[config.mk]
export PLATFORM = sky130hd
export DESIGN_NAME = masked_step_sequencer_flat
export DESIGN_NICKNAME = d
export VERILOG_FILES = /design/src/hdl/mss_pkg.sv /design/src/hdl/mss_in_if.sv /design/src/hdl/mss_out_if.sv /design/src/hdl/mss_btn_unit.sv /design/src/hdl/masked_step_sequencer.sv /design/src/flat_wrapper.sv
export SDC_FILE = /design/constraint.sdc
export NUM_CORES = 1
export LEC_CHECK = 0
export BUFFER_PORTS_ARGS = -buffer_cell sky130_fd_sc_hd__buf_4
export CAP_MARGIN = 15
export CORE_MARGIN = 3
export CORE_UTILIZATION = 56
export DETAILED_ROUTE_END_ITERATION = 12
export PLACE_DENSITY = 0.77
export SETUP_SLACK_MARGIN = 0.2
export SLEW_MARGIN = 20
export SYNTH_ARGS = -nofsm -noshare
export SYNTH_HDL_FRONTEND = slang
export SYNTH_SLANG_ARGS = --single-unit
[constraint.sdc]
create_clock -name clk_i -period 3.8 [get_ports clk_i]
set_input_delay 0.76 -clock clk_i [delete_from_list [all_inputs] [get_ports clk_i]]
set_output_delay 0.76 -clock clk_i [all_outputs]
set_load 0.02 [all_outputs]
[src/hdl/mss_pkg.sv]
// Shared types and constants for the masked step sequencer.
`default_nettype none

package mss_pkg;

  // Button bank: eight step buttons in bits 0..7, mode button in bit 8.
  localparam int unsigned NumButtons = 9;
  localparam int unsigned StepButtons = 8;
  localparam int unsigned BtnIdxW = 4;
  localparam logic [BtnIdxW-1:0] ModeBit = 4'd8;

  localparam logic [7:0] HoldMax = 8'hFF;
  localparam logic [7:0] DebounceReset = 8'd10;
  localparam logic [StepButtons-1:0] MaskReset = '1;
  localparam logic [NumButtons-1:0] ReleasedLevels = '1;

  // One sample as it arrives on the input channel.
  typedef struct packed {
    logic       clock_level;
    logic       reset_level;
    logic [7:0] step_buttons;
    logic       mode_button;
  } mss_in_t;

  // One result as it leaves on the output channel.
  typedef struct packed {
    logic [2:0] step_select;
    logic [7:0] enabled_steps;
    logic       mode_held;
  } mss_out_t;

  // Outcome of processing one button in the shared unit.
  typedef struct packed {
    logic [7:0]             hold_cnt;
    logic                   take;
    logic [StepButtons-1:0] mask;
    logic                   select;
  } mss_btn_res_t;

endpackage

`default_nettype wire

[src/hdl/mss_in_if.sv]
// Input channel interface: one sample per beat.
`default_nettype none

interface mss_in_if;
  import mss_pkg::*;

  logic    valid;
  logic    ready;
  mss_in_t data;

  modport source (output valid, output data, input ready);
  modport sink   (input valid, input data, output ready);
endinterface

`default_nettype wire

[src/hdl/mss_out_if.sv]
// Output channel interface: one result per beat.
`default_nettype none

interface mss_out_if;
  import mss_pkg::*;

  logic     valid;
  logic     ready;
  mss_out_t data;

  modport source (output valid, output data, input ready);
  modport sink   (input valid, input data, output ready);
endinterface

`default_nettype wire

[src/hdl/mss_btn_unit.sv]
// Shared per-button unit: debounce count, level acceptance and press action.
`default_nettype none

module mss_btn_unit (
  input  wire logic [mss_pkg::BtnIdxW-1:0]     idx_i,
  input  wire logic                            lvl_i,
  input  wire logic                            prev_i,
  input  wire logic                            stab_i,
  input  wire logic [7:0]                      count_i,
  input  wire logic [7:0]                      deb_i,
  input  wire logic [mss_pkg::StepButtons-1:0] mask_i,
  input  wire logic                            mode_held_i,
  output mss_pkg::mss_btn_res_t                res_o
);
  import mss_pkg::*;

  logic [7:0]             cnt;
  logic                   take;
  logic                   press;
  logic                   toggle;
  logic [StepButtons-1:0] bit_sel;

  // A raw change restarts the count; otherwise it saturates upward.
  always_comb begin
    if (lvl_i != prev_i) begin
      cnt = '0;
    end else if (count_i == HoldMax) begin
      cnt = HoldMax;
    end else begin
      cnt = count_i + 8'd1;
    end
  end

  // A new level is taken once the count exceeds the debounce setting.
  assign take    = (cnt > deb_i) && (lvl_i != stab_i);
  assign press   = take && (idx_i != ModeBit) && !lvl_i;
  assign bit_sel = StepButtons'(1) << idx_i[2:0];

  // Toggling is refused only when it would clear the last enabled step.
  assign toggle = press && mode_held_i && (mask_i != bit_sel);

  assign res_o.hold_cnt = cnt;
  assign res_o.take     = take;
  assign res_o.mask     = toggle ? (mask_i ^ bit_sel) : mask_i;
  assign res_o.select   = press && !mode_held_i;

endmodule

`default_nettype wire

[src/hdl/masked_step_sequencer.sv]
// Masked step sequencer top level: per-sample button scan and step advance.
// Each sample runs from the input beat through the button scan (StBtn), then the
// next-enabled-step search (StSearch) when a clock advance is due, to StFinish.
// One sample at a time: the shared button unit visits one button per cycle,
// and the search steps one position per cycle. Input ready only when idle.
// rst_ni clears step to 0, mask to all ones, debounce setting to 10, buttons
// to released, hold counts to zero and edge detectors to low.
`default_nettype none

module masked_step_sequencer #(
  parameter int unsigned STEP_COUNT = 8
) (
  input  wire logic       clk_i,
  input  wire logic       rst_ni,
  mss_in_if.sink          in_i,
  mss_out_if.source       out_o,
  input  wire logic       cfg_we_i,
  input  wire logic [7:0] cfg_data_i
);
  import mss_pkg::*;

  localparam int unsigned StepW = (STEP_COUNT > 8) ? $clog2(STEP_COUNT) : 3;
  localparam int unsigned KW = $clog2(STEP_COUNT);

  typedef enum logic [1:0] {StIdle, StBtn, StSearch, StFinish} state_e;

  state_e                  state_q;
  logic [7:0]              deb_q;
  logic [StepW-1:0]        step_q;
  logic [StepButtons-1:0]  mask_q;
  logic                    clock_prev_q;
  logic                    reset_prev_q;
  logic [NumButtons-1:0]   raw_prev_q;
  logic [NumButtons-1:0]   stable_q;
  logic [7:0]              hold_q [NumButtons];
  logic [BtnIdxW-1:0]      btn_idx_q;
  logic                    selected_q;
  logic [KW-1:0]           k_q;
  logic                    out_valid_q;
  mss_out_t                out_data_q;

  // Captured sample payload.
  logic [NumButtons-1:0]   raw_q;
  logic                    clk_q;
  logic                    rst_q;
  logic [2:0]              sel_q;

  mss_btn_res_t            btn_res;
  logic [StepW:0]          s_inc;
  logic [StepW-1:0]        s_next;
  logic                    s_enabled;
  logic                    rst_edge;
  logic                    out_free;

  assign in_i.ready  = (state_q == StIdle);
  assign out_o.valid = out_valid_q;
  assign out_o.data  = out_data_q;

  // Shared button unit, fed from the button under the scan index.
  mss_btn_unit u_btn (
    .idx_i       (btn_idx_q),
    .lvl_i       (raw_q[btn_idx_q]),
    .prev_i      (raw_prev_q[btn_idx_q]),
    .stab_i      (stable_q[btn_idx_q]),
    .count_i     (hold_q[btn_idx_q]),
    .deb_i       (deb_q),
    .mask_i      (mask_q),
    .mode_held_i (!stable_q[ModeBit]),
    .res_o       (btn_res)
  );

  // Next step position, wrapping at STEP_COUNT; steps without a mask bit play.
  always_comb begin
    s_inc = {1'b0, step_q} + (StepW+1)'(1);
    if (s_inc >= (StepW+1)'(STEP_COUNT)) begin
      s_next = '0;
    end else begin
      s_next = s_inc[StepW-1:0];
    end
    if ({1'b0, s_next} >= (StepW+1)'(StepButtons)) begin
      s_enabled = 1'b1;
    end else begin
      s_enabled = mask_q[s_next[2:0]];
    end
  end

  assign rst_edge = rst_q && !reset_prev_q;
  assign out_free = !out_valid_q || out_o.ready;

  // Sample capture on an accepted beat, and the selected step button during the scan.
  always_ff @(posedge clk_i) begin
    if (in_i.valid && in_i.ready) begin
      raw_q <= {in_i.data.mode_button, in_i.data.step_buttons};
      clk_q <= in_i.data.clock_level;
      rst_q <= in_i.data.reset_level;
    end
    if (state_q == StBtn && btn_res.select) begin
      sel_q <= btn_idx_q[2:0];
    end
  end

  // Sequencer: button scan, step search, result hand-off.
  always_ff @(posedge clk_i or negedge rst_ni) begin
    if (!rst_ni) begin
      state_q      <= StIdle;
      deb_q        <= DebounceReset;
      step_q       <= '0;
      mask_q       <= MaskReset;
      clock_prev_q <= 1'b0;
      reset_prev_q <= 1'b0;
      raw_prev_q   <= ReleasedLevels;
      stable_q     <= ReleasedLevels;
      for (int i = 0; i < NumButtons; i++) begin
        hold_q[i] <= '0;
      end
      btn_idx_q    <= '0;
      selected_q   <= 1'b0;
      k_q          <= '0;
      out_valid_q  <= 1'b0;
      out_data_q   <= '0;
    end else begin
      if (cfg_we_i) begin
        deb_q <= cfg_data_i;
      end
      // The finishing state sets the valid flag itself when it hands off.
      if (out_valid_q && out_o.ready && state_q != StFinish) begin
        out_valid_q <= 1'b0;
      end

      case (state_q)
        StIdle: begin
          if (in_i.valid) begin
            btn_idx_q  <= '0;
            selected_q <= 1'b0;
            state_q    <= StBtn;
          end
        end

        StBtn: begin
          hold_q[btn_idx_q] <= btn_res.hold_cnt;
          mask_q            <= btn_res.mask;
          if (btn_res.take) begin
            stable_q[btn_idx_q] <= raw_q[btn_idx_q];
          end
          if (btn_res.select) begin
            selected_q <= 1'b1;
          end
          if (btn_idx_q == ModeBit) begin
            // Last button: commit the selection or start the clock advance.
            raw_prev_q <= raw_q;
            if (selected_q) begin
              step_q <= StepW'(sel_q);
            end
            k_q <= '0;
            if (clk_q && !clock_prev_q && !selected_q) begin
              state_q <= StSearch;
            end else begin
              state_q <= StFinish;
            end
          end else begin
            btn_idx_q <= btn_idx_q + BtnIdxW'(1);
          end
        end

        StSearch: begin
          step_q <= s_next;
          k_q    <= k_q + KW'(1);
          if (s_enabled || k_q == KW'(STEP_COUNT - 1)) begin
            state_q <= StFinish;
          end
        end

        StFinish: begin
          if (out_free) begin
            if (rst_edge) begin
              step_q <= '0;
            end
            out_data_q.step_select   <= rst_edge ? 3'd0 : step_q[2:0];
            out_data_q.enabled_steps <= mask_q;
            out_data_q.mode_held     <= !stable_q[ModeBit];
            out_valid_q  <= 1'b1;
            clock_prev_q <= clk_q;
            reset_prev_q <= rst_q;
            state_q      <= StIdle;
          end
        end

        default: begin
          state_q <= StIdle;
        end
      endcase
    end
  end

  // The enable mask can never become empty.
  assert property (@(posedge clk_i) disable iff (!rst_ni) mask_q != '0)
    else $error("enable mask became empty");

  // A taken sample blocks the input until its processing is done.
  assert property (@(posedge clk_i) disable iff (!rst_ni)
    (in_i.valid && in_i.ready) |=> !in_i.ready)
    else $error("input ready right after accepting a sample");

  // The search never runs past one full lap of the steps.
  assert property (@(posedge clk_i) disable iff (!rst_ni)
    (state_q == StSearch) |-> (k_q <= KW'(STEP_COUNT - 1)))
    else $error("step search overran");

  // The button scan index stays within the button bank.
  assert property (@(posedge clk_i) disable iff (!rst_ni)
    (state_q == StBtn) |-> (btn_idx_q <= ModeBit))
    else $error("button scan index out of range");

endmodule

`default_nettype wire
[src/flat_wrapper.sv]
// flat-port wrapper written by rule: the top's interface ports become plain ports
module masked_step_sequencer_flat import mss_pkg::*;
#(
  parameter int unsigned STEP_COUNT = 8
)
  (clk_i, rst_ni, cfg_we_i, cfg_data_i, in_i_valid, in_i_data, in_i_ready, out_o_valid, out_o_data, out_o_ready);
  mss_in_if in_i_i ();
  mss_out_if out_o_i ();
  input  wire logic clk_i;
  input  wire logic rst_ni;
  input  wire logic cfg_we_i;
  input  wire logic [7:0] cfg_data_i;
  input wire logic [$bits(in_i_i.valid)-1:0] in_i_valid;
  input wire logic [$bits(in_i_i.data)-1:0] in_i_data;
  output wire logic [$bits(in_i_i.ready)-1:0] in_i_ready;
  output wire logic [$bits(out_o_i.valid)-1:0] out_o_valid;
  output wire logic [$bits(out_o_i.data)-1:0] out_o_data;
  input wire logic [$bits(out_o_i.ready)-1:0] out_o_ready;
  assign in_i_i.valid = in_i_valid;
  assign in_i_i.data = in_i_data;
  assign in_i_ready = in_i_i.ready;
  assign out_o_valid = out_o_i.valid;
  assign out_o_data = out_o_i.data;
  assign out_o_i.ready = out_o_ready;
  masked_step_sequencer #(.STEP_COUNT(STEP_COUNT)) u_core (.clk_i(clk_i), .rst_ni(rst_ni), .in_i(in_i_i), .out_o(out_o_i), .cfg_we_i(cfg_we_i), .cfg_data_i(cfg_data_i));
endmodule
==> results.md <==
- Via-per-instance ratio: 6.06
- Clock tree from TritonCTS: built
- Nets: between 800 and 900
- Area overhead of the layout relative to synthesis: 22.8%
- Leakage power: 4.11 nW
- Number of CTS-inserted buffers: 17
- Area of combinational cells with multiple inputs: 3880 µm²
- Number of rows in the core area: between 40 and 50
- Register bit total from synthesis: ~150
- Worst skew pair latency: about 0.43 ns
- Antenna fix cells: 0
- Design area: 9530 µm²
- Final setup violation count: 21
- Measured slew at the worst slew-check pin: 0.928 ns
- Number of global-route vias before repair: 6309
- DP HPWL: ~14000 µm
- Max-slew headroom at the worst pin: around two fifths
- CP Max Fanout: 8
- I/O pin total: 38
- Total global routing track utilization: approximately 28%
- Final Worst Setup Slack: -0.143 ns
- FF-to-FF path depth: 20
- Drt wl/cell: 20.3 µm
- Kind of launch point of the worst setup path: register
- Shortest period the worst path allows: 3.94 ns
- Count of flip-flops with a built-in enable after synthesis: 14
- Maximum frequency from static timing analysis: about 250 MHz
- Gp weighted congestion: ~0.93
- Unrepaired setup endpoints after global routing: true
- Synth Area per Inst: around 11 µm²
- Final worst-path cycle share: 104%
- DIE WIDTH: between 100 and 150 µm
- Power per standard cell area: slightly above 900 nW/µm²
- CTS sink count: between 100 and 150
- CTS Hold Buffers Added: 0
- Status: finished, violations left
- Fraction of the yosys area taken by sequential cells: about half
- Critical path capture point type: register
- Die Height: between 100 and 150 µm
- Most common cell in the netlist: nand2_1
- Final Hold Fails: 0
- Share of flip-flops with an asynchronous set or reset after synthesis: about nine tenths
- Number of standard cells after synthesis: between 700 and 800
- Area of the mapped netlist: a little under 8000 µm²
- Core area: ~13000 µm²
- Number of input and output port buffers inserted: 37
- Post-Route Utilization: between 70% and 80%
- Sequential cell area: between 3000 and 4000 µm²
- Netlist cell types: between 70 and 80
- Top cell types by occurrence after synthesis: nand2_1, dfrtp_1, o21ai_0, mux2i_1, mux2_2
- Max Buffers Root-to-Sink: 2
- Clock-pin slew of the registers on the worst-case setup and hold paths: roughly 0.060 ns
- Area share of the leading cell type in the synthesized netlist: 34.2%
- R2R Path End: u_core.mask_q[5]
- Worst clock skew on the final layout: 0.00836 ns
- Antenna violations before repair: 0
- Wire length of the first global-routing pass: between 30000 and 40000 µm
- Number of remaining DRC errors: 0
- Violations in the final reports: setup timing
- # Max-Cap Violations: 0
- Data arrival time of the critical path: between 4 and 5 ns
- Crit Path Class: reg -> reg
- Top post-synthesis cells by area: dfrtp_1, dfstp_2, edfxtp_1
- Synth area leader: dfrtp_1
- Maximum number of pins on one net before global-route repair: just over 70
- Effective utilization at floorplan: between 50 and 60%
- Die Area: ~15000 µm²
- Worst ir drop on vdd: slightly below 0.6 mV
- Nets in the synthesized netlist: ~800
- WP data required: just over 4 ns
- Maximum level of the CTS H-tree: 4
- Drt pass-1 iters: 5
- Global route total overflow: 0
- CTS root buf: clkbuf_16
- Overall power after layout: just under 9 mW
- Most used flip-flop cell after synthesis: dfrtp_1
- Flop2flop setup slack: -0.14 ns
- Detailed Route Iter0 Violations: about 650
- Launch instance of the worst register-to-register path: u_core.btn_idx_q[2]
- Share of cells above drive strength 1: 33.1%
- Final Max Slew Viols: 0
- Worst min-delay path class: in -> async
- Count of filler cells inserted in the layout: 921
- Number of nets with antenna violations after routing: 0
- Vias after detailed routing: approximately 6200
- Placed cell area: ~8700 µm²
- Total of warnings raised by yosys: 0
- Final wirelength: 20800 µm
==> layout by cell type (no fill, tap or decap), types with 19 or more instances in the layout <==
cell type,Yosys,final
o31ai_1,20,19
mux2_2,33,31
dfrtp_1,106,104
o21ai_0,67,63
ha_1,22,20
inv_1,22,20
buf_4,5,120
nand2_1,107,106
dfstp_2,28,28
nor2_1,28,26
mux2i_1,35,35
==> sequential cells by signal, indices dropped and copies added (netlist names), 2 cells and up <==
signal             flops
u_core.btn_idx_q       4
u_core.deb_q           8
u_core.hold_q         72
u_core.k_q             3
u_core.mask_q          8
u_core.out_o.data     12
u_core.raw_prev_q      9
u_core.raw_q           9
u_core.sel_q           3
u_core.stable_q        9
u_core.state_q         2
u_core.step_q          3
==> per-layer routing <==
layer	track usage, %	routed length [µm]	vias to the layer above
met2	47.4	10500	225
met5	0	0	-
met4	11.8	616	0
li1	-	-	2851
met1	35.3	8590	3090
met3	5.27	1080	49
==> worst max-delay path, stage by stage (launching register included) <==
cell	delay, ns
dfrtp_2	0.45
buf_6	0.15
inv_2	0.08
and4_1	0.21
a311oi_1	0.06
a32o_2	0.28
buf_4	0.14
buf_4	0.14
or4_1	0.53
a21oi_2	0.17
nor2_1	0.07
ha_1	0.31
nand4_1	0.13
buf_4	0.13
nand2b_4	0.05
a21oi_4	0.16
o21ai_4	0.08
nor4b_4	0.29
buf_6	0.18
nand3_2	0.07
xnor2_1	0.20
==> through the flow <==
stage,setup WS (ns),std cells,setup TNS (ns),hold slack [ns]
final,-0.143,1026,-2.20,0.470
after global routing,-0.384,1026,-6.90,0.494
after CTS,-0.0693,1020,-0.513,0.478
after detailed placement,-0.285,980,-4.11,0.466
after global placement,-0.146,980,-1.45,0.459
after floorplan,0.0517,735,0,0.441
==> kinds of logic after synthesis <==
kind of cell	Yosys count	share of synthesized area (%)
flip-flops	148	49.0
buffers and inverters	70	4.93
AO/OA/AOI/OAI	181	15.4
adder cells (fa/ha/maj)	22	3.54
multiplexers	73	10.6
AND/OR/NAND/NOR	223	14.1
XOR/XNOR	18	2.37
==> timing repair <==
item,in CTS,in global routing
buffers inserted,8,5
resized for setup,31,19
pin swaps,19,24
endpoints found under the setup margin,21,21
cloned,0,1
==> worst max path at each step <==
stage	from	endpoint	slack, ns
2_1_floorplan	u_core.btn_idx_q[2]	u_core.mask_q[1]	0.05
3_3_place_gp	u_core.btn_idx_q[3]	u_core.sel_q[2]	-0.15
3_5_place_dp	u_core.btn_idx_q[3]	u_core.stable_q[1]	-0.28
4_1_cts	u_core.btn_idx_q[3]	u_core.mask_q[6]	-0.07
5_1_grt	u_core.btn_idx_q[2]	u_core.mask_q[5]	-0.38
6_report	u_core.btn_idx_q[2]	u_core.mask_q[5]	-0.14
==> area by class of cell <==
cell class | instances | area share, %
Inverter | 25 | 0.984
Sequential cell | 148 | 40.0
Tap cell | 176 | 2.31
Multi-Input combinational cell | 518 | 40.7
Clock inverter | 5 | 0.577
Timing Repair Buffer | 127 | 10.5
Clock buffer | 27 | 4.96
==> report_power, final <==
group | internal, mW | switching, mW | leakage, nW
Sequential | 2.15 | 0.348 | 1.83
Combinational | 2.03 | 2.81 | 2.03
Clock | 0.915 | 0.626 | 0.250
Note: power is estimated with default switching activity, not from simulation.
